`config.mk`:
```
export PLATFORM = sky130hd
export DESIGN_NAME = mes_front
export DESIGN_NICKNAME = d
export VERILOG_FILES = /design/src/sv/mes_pkg.sv /design/src/sv/mes_front.sv
export SDC_FILE = /design/constraint.sdc
export NUM_CORES = 1
export LEC_CHECK = 0
export BUFFER_PORTS_ARGS = -buffer_cell sky130_fd_sc_hd__buf_4
export CAP_MARGIN = 15
export CORE_MARGIN = 8
export CORE_UTILIZATION = 40
export DETAILED_ROUTE_END_ITERATION = 12
export PLACE_DENSITY = 0.67
export SYNTH_ARGS = -nofsm -noshare
export SYNTH_HDL_FRONTEND = slang
export SYNTH_SLANG_ARGS = --single-unit
```
`constraint.sdc`:
```
create_clock -name clock -period 4.94 [get_ports clock]
set_input_delay 0.494 -clock clock [delete_from_list [all_inputs] [get_ports clock]]
set_output_delay 0.494 -clock clock [all_outputs]
set_load 0.02 [all_outputs]
```
`src/sv/mes_pkg.sv`:
```
`default_nettype none
package mes_pkg;
   // result format: unsigned q1.16
   localparam int SMOOTH_WIDTH = 17;
   localparam int QUO_BITS = 16;
   localparam logic [SMOOTH_WIDTH-1:0] SMOOTH_ONE = 17'h10000;
   localparam int RESET_MAX_ITER = 50;
endpackage
`default_nettype wire

```
`src/sv/mes_front.sv`:
```
`default_nettype none
module mes_front #(
   parameter int COORD_WIDTH = 32,
   parameter int ITER_WIDTH = 10
) (
   input  wire logic                          clock,
   input  wire logic                          reset,
   input  wire logic                          push,
   output logic                               full,
   input  wire logic signed [COORD_WIDTH-1:0] c_real,
   input  wire logic signed [COORD_WIDTH-1:0] c_imag,
   input  wire logic [ITER_WIDTH-1:0]         max_iter,
   output logic                               out_valid,
   input  wire logic                          out_ready,
   output logic signed [COORD_WIDTH-1:0]      out_real,
   output logic signed [COORD_WIDTH-1:0]      out_imag,
   output logic                               out_zero_limit
);
   import mes_pkg::*;

   // two-entry queue between the input side and the iteration engine
   logic signed [COORD_WIDTH-1:0] real_mem_ff [2];
   logic signed [COORD_WIDTH-1:0] imag_mem_ff [2];
   logic                          zl_mem_ff   [2];
   logic       wr_ptr_ff, wr_ptr_in;
   logic       rd_ptr_ff, rd_ptr_in;
   logic [1:0] cnt_ff, cnt_in;
   logic       push_ok, pop_ok;

   assign full      = (cnt_ff == 2'd2);
   assign out_valid = (cnt_ff != 2'd0);
   assign push_ok   = push && !full;
   assign pop_ok    = out_valid && out_ready;

   assign out_real       = real_mem_ff[rd_ptr_ff];
   assign out_imag       = imag_mem_ff[rd_ptr_ff];
   assign out_zero_limit = zl_mem_ff[rd_ptr_ff];

   always_comb begin
      wr_ptr_in = push_ok ? !wr_ptr_ff : wr_ptr_ff;
      rd_ptr_in = pop_ok ? !rd_ptr_ff : rd_ptr_ff;
      cnt_in    = cnt_ff + 2'(push_ok) - 2'(pop_ok);
   end

   always_ff @(posedge clock) begin
      if (reset) begin
         wr_ptr_ff <= 1'b0;
         rd_ptr_ff <= 1'b0;
         cnt_ff    <= 2'd0;
      end else begin
         wr_ptr_ff <= wr_ptr_in;
         rd_ptr_ff <= rd_ptr_in;
         cnt_ff    <= cnt_in;
      end
   end

   // a zero limit means no update runs at all
   always_ff @(posedge clock) begin
      if (push_ok) begin
         real_mem_ff[wr_ptr_ff] <= c_real;
         imag_mem_ff[wr_ptr_ff] <= c_imag;
         zl_mem_ff[wr_ptr_ff]   <= (max_iter == '0);
      end
   end
endmodule
`default_nettype wire

```
==> metrics.txt <==
mean cell area of the mapped netlist 21.4 sq um; peak supply drop 374 uV; GRT overflow 0; cell with the most instances after synthesis edfxtp_1; overall routed net length 9750 um; buffers and inverters on the worst path 3; Core ar. 0.0121 sq mm; tightest slew margin relative to the limit 0.365; number of buffers on the longest clock path 2; outcome complete, no violations; Final GP Congestion 0.685; Cell Count Post-Placement 537; fmax 405 MHz; clock insertion delay at the later pin of the skew report 0.40 ns; final setup violation count 0; clock buffer count from CTS 17; transition time at the pin with the least slew margin 0.953 ns; r2r setup slk 2.47 ns; H-Tree Depth 4; CTS tree yes; flop and latch count out of synthesis 135; reported leakage power 2.54 nW; number of antenna diodes 0; RSZ-0062 raised after global routing false; routed wire length per instance 17.1 um; number of max-slew violations in the final report 0; cell family with most CP delay buffers and inverters; met2 track demand over resource in global routing 0.193; share of synthesized area occupied by flip-flops and latches 0.810; Worst path max stage delay 0.67 ns; global routing met1 resource utilization 0.136; maxcap violations 0; complex-gate fraction of the synthesized area 0.00354; CTS resizes 0; post-placement setup slack 2.34 ns; I/O pin count 145; adder and majority cell fraction of the synthesized area 0.00506; area added between synthesis and finish 36.5%; Post-synth EDFFs 130; vias in the first global route 2913; sort of element at the end of the critical path flop; start point of the worst min-delay path c_real[28]; top cell type by total area after synthesis edfxtp_1; power density over cell area 527 mW/mm^2; share of synthesized cell area in and, or, nand and nor gates 0.0157; Clock Sinks 135; top flip-flop cell by instance count after synthesis edfxtp_1; post-DP HPWL 6410 um; utilization of the core after routing 0.560; share of the synthesized area in the top cell type 0.789; count of hold-fix buffers inserted at cts 0; critical setup path kind flop to flop; DRT antenna net count 0; slowest stage cell on the critical path inv_2; Synth cell types 22; Filler Cell Count 952; final hold vios 0; die span in x 127 um; path depth of the worst reg2reg path 5; count of warnings emitted by yosys 0; Min-Delay Endpoint real_mem_ff[0][28]$_DFFE_PP_; I/O Buffers 144; Placement Rows 40; Avg Vias per Cell 4.54; type of the tightest min-delay check primary input to flop; crit path time final 2.47 ns; Power Total 3.56 mW; main combinational cell family by area after synthesis multiplexers; critical path launch point type flop; detailed router's first-iteration violation count 158; Post-route DRC 0; post-synthesis cell count 231; FF-to-FF End imag_mem_ff[0][27]$_DFFE_PP_; full die area 0.0162 sq mm; smallest setup slack after layout 2.47 ns; synth top area cells edfxtp_1, mux2_2, dfxtp_1; post-route cell area 0.00675 sq mm; Setup TNS 0 ns; fraction of layout instances using a drive strength above 1 0.601; share of cell area taken by muxes after synthesis 0.148; most heavily used metal layer in global routing met2; maximum number of pins on one net before global-route repair 66; list of cells traversed by the critical path nand2b_1, inv_1, or3_1, inv_2, buf_4; top cell types by occurrence after synthesis edfxtp_1, mux2_2, buf_4, dfxtp_1, inv_1; initial antenna violation count 0; cell chosen for the clock root clkbuf_16; skew final 0.00540 ns; filler-free cell count of the finished design 569; wire length of the first global-routing pass 15100 um; buffer count from post-CTS setup fixing 0; clock slew at the register clock pins of the worst setup and hold paths 0.05 ns; CP arrival 2.53 ns; Detailed Routing Iterations Pass 1 4; Critical Path Fanout Max 40; met3 demand-to-capacity share in global routing 0.0578; syn_nets 311; DIE HEIGHT 127 um; XOR/XNOR Fraction of Synth Area 0.00531; cell area after synthesis 0.00494 sq mm; placement-stage cell area 0.00620 sq mm; Min Hold Slack 0.276 ns; All-Layer GR Usage 0.122; fraction of synthesis flops using an asynchronous set or reset pin 0; final-stage net count 468; starting density of the core 0.410; Worst R2R Start cnt_ff[0]$_SDFF_PP0_; share of the clock period used by the worst path 0.500; CP Data Required Time 5.00 ns; via count 2586; Worst Hold Path Cells 1
## sequential cells by signal (all words and copies together), names as in the netlist, named ones only
name and cells:
cnt_ff 2, rd_ptr_ff 1, zl_mem_ff 2, imag_mem_ff 64, real_mem_ff 64, wr_ptr_ff 1
## placed cells by master (no fill, tap or decap)
| master | Yosys | final |
|---|---|---|
| a21oi_1 | 1 | 1 |
| and3_4 | 0 | 1 |
| buf_4 | 5 | 145 |
| bufinv_16 | 0 | 2 |
| clkbuf_1 | 0 | 3 |
| clkbuf_16 | 0 | 17 |
| clkinv_1 | 0 | 4 |
| clkinv_2 | 0 | 4 |
| clkinvlp_4 | 0 | 2 |
| dfxtp_1 | 5 | 4 |
| dfxtp_4 | 0 | 1 |
| edfxtp_1 | 130 | 130 |
| ha_1 | 2 | 2 |
| inv_1 | 4 | 3 |
| inv_2 | 0 | 1 |
| mux2_2 | 65 | 65 |
| nand2_1 | 1 | 1 |
| nand2b_1 | 1 | 1 |
| nor2_1 | 3 | 3 |
| nor2b_1 | 1 | 1 |
| nor4_2 | 1 | 1 |
| o21a_1 | 1 | 1 |
| o21ai_0 | 1 | 1 |
| or2_2 | 1 | 1 |
| or3_1 | 1 | 1 |
| or4_1 | 1 | 1 |
| or4_4 | 1 | 1 |
| xnor2_1 | 2 | 2 |
| xor2_1 | 1 | 1 |
## how the worst max path moves through the flow
stage	from	endpoint	slack, ns	cells past startpoint
after floorplan	cnt_ff[0]$_SDFF_PP0_	imag_mem_ff[0][0]$_DFFE_PP_	2.31	4
after global placement	push	imag_mem_ff[0][5]$_DFFE_PP_	2.39	5
after detailed placement	push	imag_mem_ff[0][30]$_DFFE_PP_	2.34	5
after CTS	cnt_ff[0]$_SDFF_PP0_	imag_mem_ff[0][27]$_DFFE_PP_	2.39	5
after global routing	cnt_ff[0]$_SDFF_PP0_	imag_mem_ff[0][27]$_DFFE_PP_	2.25	5
final	cnt_ff[0]$_SDFF_PP0_	imag_mem_ff[0][27]$_DFFE_PP_	2.47	5
## cell families after synthesis
kind of cell | Yosys count
and+or+nand+nor | 12
muxes | 65
AOI/OAI and AO/OA | 3
DFF | 135
xor gates and xnor gates | 3
buffers and inverters | 11
adders and majority gates | 2
## layer usage
| layer | share of wire | vias to the layer above |
|---|---|---|
| met4 | 0.013 | 0 |
| met5 | 0 | - |
| met2 | 0.47 | 99 |
| met3 | 0.078 | 10 |
| met1 | 0.43 | 1256 |
| li1 | - | 1221 |
## report_power, final
group / leakage (nW) / internal [mW] / switching (mW)
Clock: 0.264 / 0.730 / 0.425
Sequential: 1.26 / 1.43 / 0.0992
Combinational: 1.02 / 0.430 / 0.450
Total: 2.54 / 2.59 / 0.975
## area by class of cell
type / count / area [sq um] / share of cell area
Clock buffer: 20 / 437 / 0.0647
Inverter: 4 / 15.0 / 0.00222
Tap cell: 168 / 210 / 0.0311
Clock inverter: 12 / 110 / 0.0163
Timing Repair Buffer: 145 / 1090 / 0.161
Multi-Input combinational cell: 85 / 883 / 0.131
Sequential cell: 135 / 4010 / 0.594
No activity file was read; power rests on OpenSTA's default activity.
