==> config.mk <==
export PLATFORM = sky130hd
export DESIGN_NAME = mes_smooth
export DESIGN_NICKNAME = d
export VERILOG_FILES = /design/src/sv/mes_pkg.sv /design/src/sv/mes_smooth.sv
export SDC_FILE = /design/constraint.sdc
export NUM_CORES = 1
export LEC_CHECK = 0
export BUFFER_PORTS_ARGS = -buffer_cell sky130_fd_sc_hd__buf_2
export CORE_AREA = 2 2 116 118
export CTS_BUF_LIST = sky130_fd_sc_hd__clkbuf_2 sky130_fd_sc_hd__clkbuf_4 sky130_fd_sc_hd__clkbuf_8
export CTS_CLUSTER_SIZE = 14
export DETAILED_ROUTE_END_ITERATION = 7
export DIE_AREA = 0 0 118 120
export PLACE_DENSITY = 0.45
export SYNTH_ARGS = -nofsm -noshare
export SYNTH_HDL_FRONTEND = slang
export SYNTH_SLANG_ARGS = --single-unit
==> constraint.sdc <==
create_clock -name clock -period 3.9 [get_ports clock]
set_input_delay 0.39 -clock clock [delete_from_list [all_inputs] [get_ports clock]]
set_output_delay 0.39 -clock clock [all_outputs]
set_load 0.02 [all_outputs]
==> src/sv/mes_pkg.sv <==
`default_nettype none
package mes_pkg;
   // result format: unsigned q1.16
   localparam int SMOOTH_WIDTH = 17;
   localparam int QUO_BITS = 16;
   localparam logic [SMOOTH_WIDTH-1:0] SMOOTH_ONE = 17'h10000;
   localparam int RESET_MAX_ITER = 50;
endpackage
`default_nettype wire

==> src/sv/mes_smooth.sv <==
`default_nettype none
module mes_smooth #(
   parameter int ITER_WIDTH = 10,
   parameter int SMOOTH_OFFSET = 50
) (
   input  wire logic                              clock,
   input  wire logic                              reset,
   input  wire logic                              in_valid,
   output logic                                   in_ready,
   input  wire logic                              in_escaped,
   input  wire logic [ITER_WIDTH-1:0]             in_count,
   output logic                                   rsp_empty,
   input  wire logic                              rsp_pop,
   output logic [mes_pkg::SMOOTH_WIDTH-1:0]       rsp_smooth_value,
   output logic                                   rsp_escaped,
   output logic [ITER_WIDTH-1:0]                  rsp_iteration_count
);
   import mes_pkg::*;

   localparam int OW = $clog2(SMOOTH_OFFSET + 1);
   localparam int DW = ((ITER_WIDTH > OW) ? ITER_WIDTH : OW) + 1;
   localparam logic [3:0] LAST_STEP = 4'(QUO_BITS - 1);

   typedef enum logic [1:0] {
      DIV_IDLE,
      DIV_RUN,
      DIV_OUT
   } div_state_type;

   div_state_type state_ff, state_in;
   logic [DW-1:0] den_ff, den_in;
   logic [DW:0] rem_ff, rem_in;
   logic [QUO_BITS-1:0] quo_ff, quo_in;
   logic [3:0] step_ff, step_in;
   logic [SMOOTH_WIDTH-1:0] smooth_ff, smooth_in;
   logic esc_ff, esc_in;
   logic [ITER_WIDTH-1:0] cnt_ff, cnt_in;
   logic [DW:0] rem2;
   logic take;

   assign in_ready            = (state_ff == DIV_IDLE);
   assign rsp_empty           = (state_ff != DIV_OUT);
   assign rsp_smooth_value    = smooth_ff;
   assign rsp_escaped         = esc_ff;
   assign rsp_iteration_count = cnt_ff;

   // restoring division of count by count + offset, one quotient bit a cycle
   always_comb begin
      rem2 = {rem_ff[DW-1:0], 1'b0};
      take = (rem2 >= {1'b0, den_ff});
   end

   always_comb begin
      state_in  = state_ff;
      den_in    = den_ff;
      rem_in    = rem_ff;
      quo_in    = quo_ff;
      step_in   = step_ff;
      smooth_in = smooth_ff;
      esc_in    = esc_ff;
      cnt_in    = cnt_ff;
      case (state_ff)
         DIV_IDLE: begin
            if (in_valid) begin
               esc_in  = in_escaped;
               cnt_in  = in_count;
               rem_in  = (DW + 1)'(in_count);
               den_in  = DW'(in_count) + DW'(SMOOTH_OFFSET);
               quo_in  = '0;
               step_in = '0;
               if (in_escaped) begin
                  state_in = DIV_RUN;
               end else begin
                  smooth_in = SMOOTH_ONE;
                  state_in  = DIV_OUT;
               end
            end
         end
         DIV_RUN: begin
            rem_in  = take ? (rem2 - {1'b0, den_ff}) : rem2;
            quo_in  = {quo_ff[QUO_BITS-2:0], take};
            step_in = step_ff + 4'd1;
            if (step_ff == LAST_STEP) begin
               smooth_in = {1'b0, quo_ff[QUO_BITS-2:0], take};
               state_in  = DIV_OUT;
            end
         end
         DIV_OUT: begin
            if (rsp_pop) begin
               state_in = DIV_IDLE;
            end
         end
         default: begin
            state_in = DIV_IDLE;
         end
      endcase
   end

   always_ff @(posedge clock) begin
      if (reset) begin
         state_ff <= DIV_IDLE;
         step_ff  <= '0;
      end else begin
         state_ff <= state_in;
         step_ff  <= step_in;
      end
      den_ff    <= den_in;
      rem_ff    <= rem_in;
      quo_ff    <= quo_in;
      smooth_ff <= smooth_in;
      esc_ff    <= esc_in;
      cnt_ff    <= cnt_in;
   end
endmodule
`default_nettype wire

==> impl_table.tex, run 1 <==
\begin{tabular}{lr}
\hline
Metric & Value \\
\hline
\multicolumn{2}{l}{\textbf{Outcome}} \\
\quad Result of the run & finished, final reports clean \\
\multicolumn{2}{l}{\textbf{Floorplan}} \\
\quad Width of the chip & 118 um \\
\quad Initial standard-cell utilization of the core & approximately a quarter \\
\quad DIE HEIGHT & about 120 um \\
\quad Number of top-level pins & 45 \\
\quad Std-Cell Core Area & around 0.013 mm2 \\
\quad Std-Cell Rows & 42 \\
\quad Area enclosed by the die boundary & 0.0142 mm2 \\
\multicolumn{2}{l}{\textbf{Min path}} \\
\quad Hold path start & in\_count[0] \\
\quad Class of the worst hold path & in2reg \\
\quad Cell depth of the worst hold path & 1 \\
\multicolumn{2}{l}{\textbf{Yosys}} \\
\quad Cell with the most instances after synthesis & edfxtp\_1 \\
\quad Number of distinct library cells after synthesis & 41 \\
\quad Fraction of registers with async set/reset & 0\% \\
\quad Count of flip-flops with a built-in enable after synthesis & 64 \\
\quad Most frequent cells after synthesis & edfxtp\_1 (64), nand2\_1 (21), and2\_1 (16) \\
\quad Warnings, synthesis & 0 \\
\quad Count of state elements after synthesis & 70 \\
\quad Gate Count Post-Synth & 247 \\
\quad Post-Synthesis Net Count & about 280 \\
\quad Post-synth top area share & between 60\% and 70\% \\
\quad Post-Synthesis Cell Area & about 0.0032 mm2 \\
\quad Primary flip-flop cell chosen by synthesis mapping & edfxtp\_1 \\
\quad Top cells by area, synth & edfxtp\_1 (60\%), ha\_1 (5.1\%), dfxtp\_1 (3.8\%) \\
\quad Biggest area consumer among synthesized cells & edfxtp\_1 \\
\quad Sequential cell area fraction in the yosys report & 64.3\% \\
\quad Post-Synthesis Mean Instance Area & about 13 um2 \\
\multicolumn{2}{l}{\textbf{Worst setup path}} \\
\quad Worst path slowest cell & fa\_1 \\
\quad Type of element launching the critical path & register \\
\quad Crit path cell chain & inv\_1 > fa\_1 > o211ai\_1 > a21oi\_1 > o21ai\_1 > nand2\_2 > mux2i\_1 > o21ai\_1 \\
\quad Crit-path max cell delay & $\sim$500 ps \\
\quad Launching instance or port of the critical path & den\_ff[0]\$\_DFFE\_PP\_ \\
\quad Worst r2r src & den\_ff[0]\$\_DFFE\_PP\_ \\
\quad Most frequent cell on the critical path & o21ai\_1 \\
\quad Critical path endpoint category & register \\
\quad Critical path data arrival time & between 2000 and 2500 ps \\
\quad Worst Setup Path Type & reg2reg \\
\quad Worst r2r path cells & 8 \\
\quad Largest fanout on the critical path & 12 \\
\quad Worst Path Required & roughly 4000 ps \\
\multicolumn{2}{l}{\textbf{Drt}} \\
\quad Iteration-0 DRC count of the detailed router & 93 \\
\quad Number of nets still failing antenna checks after routing & 0 \\
\quad Total via count in the routed design & 1,998 \\
\quad Routed wire length per instance & around 14 um \\
\quad Mean number of vias per cell & 4.15 \\
\quad DRC viols & 0 \\
\quad Overall routed net length & 6510 um \\
\quad Drt first pass iters & 4 \\
\multicolumn{2}{l}{\textbf{Clock network}} \\
\quad TritonCTS clock tree & done \\
\quad Setup fix buffers added after clock tree synthesis & 0 \\
\quad Maximum clock path buffer count & 2 \\
\quad H-tree level count & 3 \\
\quad Number of CTS-inserted buffers & 9 \\
\quad TritonCTS Sinks & 70 \\
\quad Worst-Skew Late Latency & around 360 ps \\
\quad Clock slew at reported path FFs & 70 ps \\
\quad CTS-repair resized insts & 0 \\
\quad \# hold bufs at CTS & 0 \\
\quad Clk Tree Root Cell & clkbuf\_8 \\
\multicolumn{2}{l}{\textbf{GRT}} \\
\quad Pin count of the biggest net entering global routing & 25 \\
\quad Vias in the first global route & 2,025 \\
\quad First-pass GRT wire length & between 10,000 and 15,000 um \\
\quad Leftover overflow at the end of global routing & 0 \\
\quad Number of antenna violations at the first check in global routing & 0 \\
\quad GRT Util Overall & between 10 and 15\% \\
\multicolumn{2}{l}{\textbf{Timing}} \\
\quad Unrepaired setup endpoints after global routing & false \\
\quad Post-route minimum period & around 2300 ps \\
\quad Sum Neg Setup Slack & 0 ps \\
\quad Number of hold-slack violations in the final timing report & 0 \\
\quad Fin crit share & slightly below 60\% \\
\quad F\_max & approximately 430 MHz \\
\quad Worst slew slack as a fraction of its limit & between 20\% and 30\% \\
\quad Final count of negative-setup-slack endpoints & 0 \\
\quad Pins Over Slew Limit & 0 \\
\quad Final setup skew & 9.15 ps \\
\quad Worst Tran Pin Value & 1080 ps \\
\multicolumn{2}{l}{\textbf{Final layout}} \\
\quad Inserted Diodes & 0 \\
\quad Area delta synth->final & 19.2\% \\
\quad Ratio of cells with drive above 1 in the final layout & 23.0\% \\
\quad Final layout net count & between 300 and 400 \\
\quad Utilization after layout & between 20\% and 30\% \\
\multicolumn{2}{l}{\textbf{Placement}} \\
\quad I/O Buffers & 44 \\
\quad Routability Congestion & a little over 0.8 \\
\quad HPWL after DPL & approximately 4500 um \\
\multicolumn{2}{l}{\textbf{Power and ir drop}} \\
\quad Leakage & $\sim$1.5 nW \\
\quad Power per Cell Area & 464 mW/mm2 \\
\quad Highest ir drop seen on vdd & roughly 0.18 mV \\
\multicolumn{2}{l}{\textbf{Run}} \\
\quad Number of max-capacitance violations reported & 0 \\
\hline
\end{tabular}
-- layout make-up --
cell class | instances | area [um2]
Fill cell | 1364 | 9190
Inverter | 16 | 60.1
Clock inverter | 6 | 38.8
Sequential cell | 70 | 2040
Clock buffer | 10 | 131
Timing Repair Buffer | 48 | 250
Tap cell | 176 | 220
Multi-Input combinational cell | 155 | 1050
-- cells in the final DEF (no fill, tap or decap), types with 2 or more instances in the layout --
master / instances
edfxtp_1: 64
buf_2: 44
nand2_1: 21
and2_1: 16
nor2_1: 14
inv_1: 14
ha_1: 13
o21ai_1: 12
a21oi_1: 11
clkbuf_8: 9
xnor2_1: 8
xor2_1: 7
nand4_1: 6
mux2i_1: 6
dfxtp_1: 6
nand2b_1: 4
o21ai_0: 4
a31oi_1: 4
buf_4: 4
o211ai_1: 3
a211oi_1: 3
nand3_1: 2
clkinv_1: 2
a21o_1: 2
a2bb2oi_1: 2
a21oi_2: 2
nor3_1: 2
clkinv_4: 2
clkinv_2: 2
-- metrics by stage --
| step | hold slack (ps) | area [um2] | setup WS [ps] | power [W] | std cells |
|---|---|---|---|---|---|
| floorplan | 462 | 3180 | 1820 | 0.00117 | 247 |
| global placement | 507 | 3620 | 1650 | 0.00126 | 465 |
| detailed placement | 506 | 3620 | 1580 | 0.00126 | 465 |
| CTS | 191 | 3790 | 1560 | 0.00179 | 481 |
| global route | 202 | 3790 | 1330 | 0.00187 | 481 |
| finish | 218 | 3790 | 1600 | 0.00176 | 481 |
-- routing by layer --
layer	vias to the layer above	track usage, %	routed length [um]
met3	11	2.99	345
met4	0	6.55	185
met1	928	12.7	3070
met5	-	0	0
met2	50	15.3	2910
li1	1009	-	-
-- sequential cells by signal, summed over array words and instances, names as in the netlist --
register             count
state_ff                 2
den_ff                  11
rsp_escaped              1
rsp_iteration_count      9
rsp_smooth_value        17
quo_ff                  15
step_ff                  4
rem_ff                  11
-- cells by family (layout without fill, tap and decap cells) --
family                     Yosys count  after routing  synth area share [%]
adders and majority gates           14             14                  5.75
DFF                                 70             70                  64.3
buffers and inverters               22             80                  2.95
AOI/OAI and AO/OA                   49             49                  9.76
xor gates and xnor gates            15             15                  4.13
and+or+nand+nor                     71             71                  11.3
muxes                                6              6                  1.89
-- path summary, 6_finish.rpt --
path | end | slack, ps
max reg2reg | rem_ff[7]$_DFFE_PP_ | 1600
min | den_ff[0]$_DFFE_PP_ | 220
max | rem_ff[7]$_DFFE_PP_ | 1600
min reg2reg | rsp_smooth_value[15]$_SDFFCE_PN0P_ | 520
-- worst max-delay path: cells and delay by family, from the launching register on --
| family | cells | cell delay [ps] |
|---|---|---|
| AO/OA/AOI/OAI | 4 | 580 |
| flip-flops | 1 | 380 |
| multiplexers | 1 | 250 |
| adder cells (fa/ha/maj) | 1 | 490 |
| buffers and inverters | 1 | 90 |
| AND/OR/NAND/NOR | 1 | 260 |
-- where the power goes --
group	internal (W)	total, W	switching [W]
combinational	0.000124	0.000325	0.000201
sequential	0.000890	0.000911	0.0000210
clock	0.000235	0.000522	0.000287
total	0.00125	0.00176	0.000509
Note: power is estimated with default switching activity, not from simulation.
==> run 2: changes to the inputs <==
- clock period: 3.9 -> 2.32 ns (I/O delays scaled with it)
==> impl_table.tex, run 2 (synthesis gave the netlist of run 1 again) <==
\begin{tabular}{lr}
\hline
Metric & Value \\
\hline
\multicolumn{2}{l}{\textbf{Worst setup path}} \\
\quad Type of element launching the critical path & register \\
\quad Largest fanout on the critical path & 11 (-1) \\
\quad Kind of cell adding the most delay to the critical path & compound AO/OA/AOI/OAI gates \\
\quad Crit-path max cell delay & 440 ps (-50 ps) \\
\quad Critical path data arrival time & 2260 ps (-150 ps) \\
\quad Worst Path Required & 2410 ps (-1600 ps) \\
\quad Worst path slowest cell & edfxtp\_1 \\
\quad Critical path endpoint category & register \\
\quad Crit path cell chain & ha\_1 > nand4\_1 > a21oi\_1 > o21ai\_2 > nand2\_4 > buf\_4 > a2bb2oi\_1 > o21ai\_1 \\
\quad Worst Setup Path Type & reg2reg \\
\quad Worst reg2reg setup slack & 150 ps (-1450 ps) \\
\quad Buffer and inverter count on the worst path & 1 (unchanged) \\
\multicolumn{2}{l}{\textbf{Timing}} \\
\quad Number of hold-slack violations in the final timing report & 0 (unchanged) \\
\quad Sum Neg Setup Slack & 0 ps (unchanged) \\
\quad Post-route minimum period & 2170 ps (-134 ps) \\
\quad Worst Tran Pin Value & 591 ps (-484 ps) \\
\quad Fin crit share & 93.4\% (+34 points) \\
\quad F\_max & 462 MHz (+6.2\%) \\
\quad Final setup skew & 8.22 ps (-0.931 ps) \\
\quad Pins Over Slew Limit & 0 (unchanged) \\
\quad Final count of negative-setup-slack endpoints & 0 (unchanged) \\
\quad Worst slew slack as a fraction of its limit & 60.5\% (+32 points) \\
\multicolumn{2}{l}{\textbf{Drt}} \\
\quad Iteration-0 DRC count of the detailed router & 122 (+31\%) \\
\quad Routed wire length per instance & 13.4 um (-1.1\%) \\
\quad Topmost layer with routed signal wires & met4 \\
\quad Drt first pass iters & 4 (unchanged) \\
\quad Number of nets still failing antenna checks after routing & 0 (unchanged) \\
\quad DRC viols & 0 (unchanged) \\
\quad Overall routed net length & 6510 um (about the same) \\
\quad Mean number of vias per cell & 4.18 (+0.75\%) \\
\quad Met2 WL post-DR & 3030 um (+4.0\%) \\
\quad Total via count in the routed design & 2,038 (+2.0\%) \\
\quad Met1 wire length & 3250 um (+5.9\%) \\
\quad Met3 routed WL & 198 um (-43\%) \\
\multicolumn{2}{l}{\textbf{Clock network}} \\
\quad Worst-Skew Late Latency & 340 ps (-20 ps) \\
\quad TritonCTS clock tree & done \\
\quad Number of CTS-inserted buffers & 9 (unchanged) \\
\quad Clock slew at reported path FFs & 80 ps (about the same) \\
\quad H-tree level count & 3 (unchanged) \\
\quad Maximum clock path buffer count & 2 (unchanged) \\
\quad TritonCTS Sinks & 70 (unchanged) \\
\quad \# hold bufs at CTS & 0 (unchanged) \\
\quad Clk Tree Root Cell & clkbuf\_8 \\
\multicolumn{2}{l}{\textbf{Outcome}} \\
\quad Result of the run & finished, final reports clean \\
\multicolumn{2}{l}{\textbf{Floorplan}} \\
\quad Std-Cell Core Area & 0.0130 mm2 (unchanged) \\
\quad Number of top-level pins & 45 (unchanged) \\
\quad Std-Cell Rows & 42 (unchanged) \\
\quad DIE HEIGHT & 120 um (unchanged) \\
\quad Initial standard-cell utilization of the core & 24.5\% (unchanged) \\
\quad Width of the chip & 118 um (unchanged) \\
\quad Area enclosed by the die boundary & 0.0142 mm2 (unchanged) \\
\multicolumn{2}{l}{\textbf{Final layout}} \\
\quad Flip-flop count of the largest register after layout & 17 (unchanged) \\
\quad Area delta synth->final & 22.9\% \\
\quad Most common library cell in the layout ignoring fill and taps & edfxtp\_1 \\
\quad Commonest cells after routing, fill and taps aside & edfxtp\_1 (64), buf\_2 (44), nand2\_1 (21) \\
\quad Inserted Diodes & 0 (unchanged) \\
\quad Ratio of cells with drive above 1 in the final layout & 25.4\% (+2.5 points) \\
\quad Utilization after layout & 30.1\% (+0.91 points) \\
\quad Final layout net count & 335 (+1.8\%) \\
\multicolumn{2}{l}{\textbf{Min path}} \\
\quad Class of the worst hold path & in2reg \\
\multicolumn{2}{l}{\textbf{Power and ir drop}} \\
\quad Power per Cell Area & 831 mW/mm2 (+79\%) \\
\quad Leakage & 1.54 nW (+3.8\%) \\
\quad Highest ir drop seen on vdd & 0.359 mV (+100\%) \\
\multicolumn{2}{l}{\textbf{GRT}} \\
\quad Pin count of the biggest net entering global routing & 28 (+12\%) \\
\quad GRT Util Overall & 9.79\% (-0.37 points) \\
\quad Vias in the first global route & 2,080 (+2.7\%) \\
\quad First-pass GRT wire length & 10,700 um (+0.13\%) \\
\quad Number of antenna violations at the first check in global routing & 0 (unchanged) \\
\quad Leftover overflow at the end of global routing & 0 (unchanged) \\
\multicolumn{2}{l}{\textbf{Placement}} \\
\quad HPWL after DPL & 4400 um (-1.6\%) \\
\quad Routability Congestion & 0.839 (+4.3\%) \\
\quad I/O Buffers & 44 (unchanged) \\
\multicolumn{2}{l}{\textbf{Run}} \\
\quad Number of max-capacitance violations reported & 0 (unchanged) \\
\hline
\end{tabular}
run 2: worst reg2reg max path, delay by kind of cell, from the launching register on:
| family | cells | cell delay, ps |
|---|---|---|
| fa+ha+maj | 1 | 430 |
| simple gates | 2 | 360 |
| flops | 1 | 440 |
| buf+inv | 1 | 150 |
| compound gates | 4 | 540 |
run 2: routing by layer:
| metal | GRT usage [%] | up-vias |
|---|---|---|
| li1 | - | 1022 |
| met1 | 13.3 | 983 |
| met2 | 14.9 | 31 |
| met3 | 2.66 | 2 |
| met4 | 3.84 | 0 |
| met5 | 0 | - |
run 2: path summary, 6_finish.rpt:
kind | from | endpoint | cells past startpoint
worst max-delay path | rem_ff[5]$_DFFE_PP_ | rem_ff[9]$_DFFE_PP_ | 8
worst min register to register | quo_ff[14]$_SDFFCE_PN0P_ | rsp_smooth_value[15]$_SDFFCE_PN0P_ | 1
worst max register to register | rem_ff[5]$_DFFE_PP_ | rem_ff[9]$_DFFE_PP_ | 8
worst min-delay path | in_count[0] | den_ff[0]$_DFFE_PP_ | 1
run 2: metrics by stage:
stage / power, W / hold slack (ps) / cells / worst slack (ps) / cell area, um2
6_report: 0.00325 / 87.3 / 487 / 154 / 3910
5_1_grt: 0.00343 / 55.7 / 487 / -19.9 / 3910
4_1_cts: 0.00328 / 58.1 / 484 / 17.5 / 3870
3_5_place_dp: 0.00213 / 428 / 468 / 29.7 / 3640
3_3_place_gp: 0.00212 / 429 / 468 / 127 / 3640
2_1_floorplan: 0.00196 / 304 / 247 / 238 / 3180
run 2: cell type report:
type / instances / area, um2
Fill cell: 1348 / 9070
Sequential cell: 70 / 2040
Multi-Input combinational cell: 155 / 1060
Timing Repair Buffer: 54 / 295
Tap cell: 176 / 220
Clock buffer: 9 / 124
Clock inverter: 7 / 106
Inverter: 16 / 60.1
run 2: timing repair:
item | 4_1_cts | 5_1_grt
setup buffers | 0 | 3
setup endpoints to repair | 0 | 12
resized for setup | 0 | 3
run 2: where the power goes:
| group | switching, W | internal [W] | leakage [nW] |
|---|---|---|---|
| clock | 0.000512 | 0.000622 | 0.116 |
| sequential | 0.0000362 | 0.00150 | 0.670 |
| combinational | 0.000351 | 0.000229 | 0.754 |
| total | 0.000899 | 0.00235 | 1.54 |
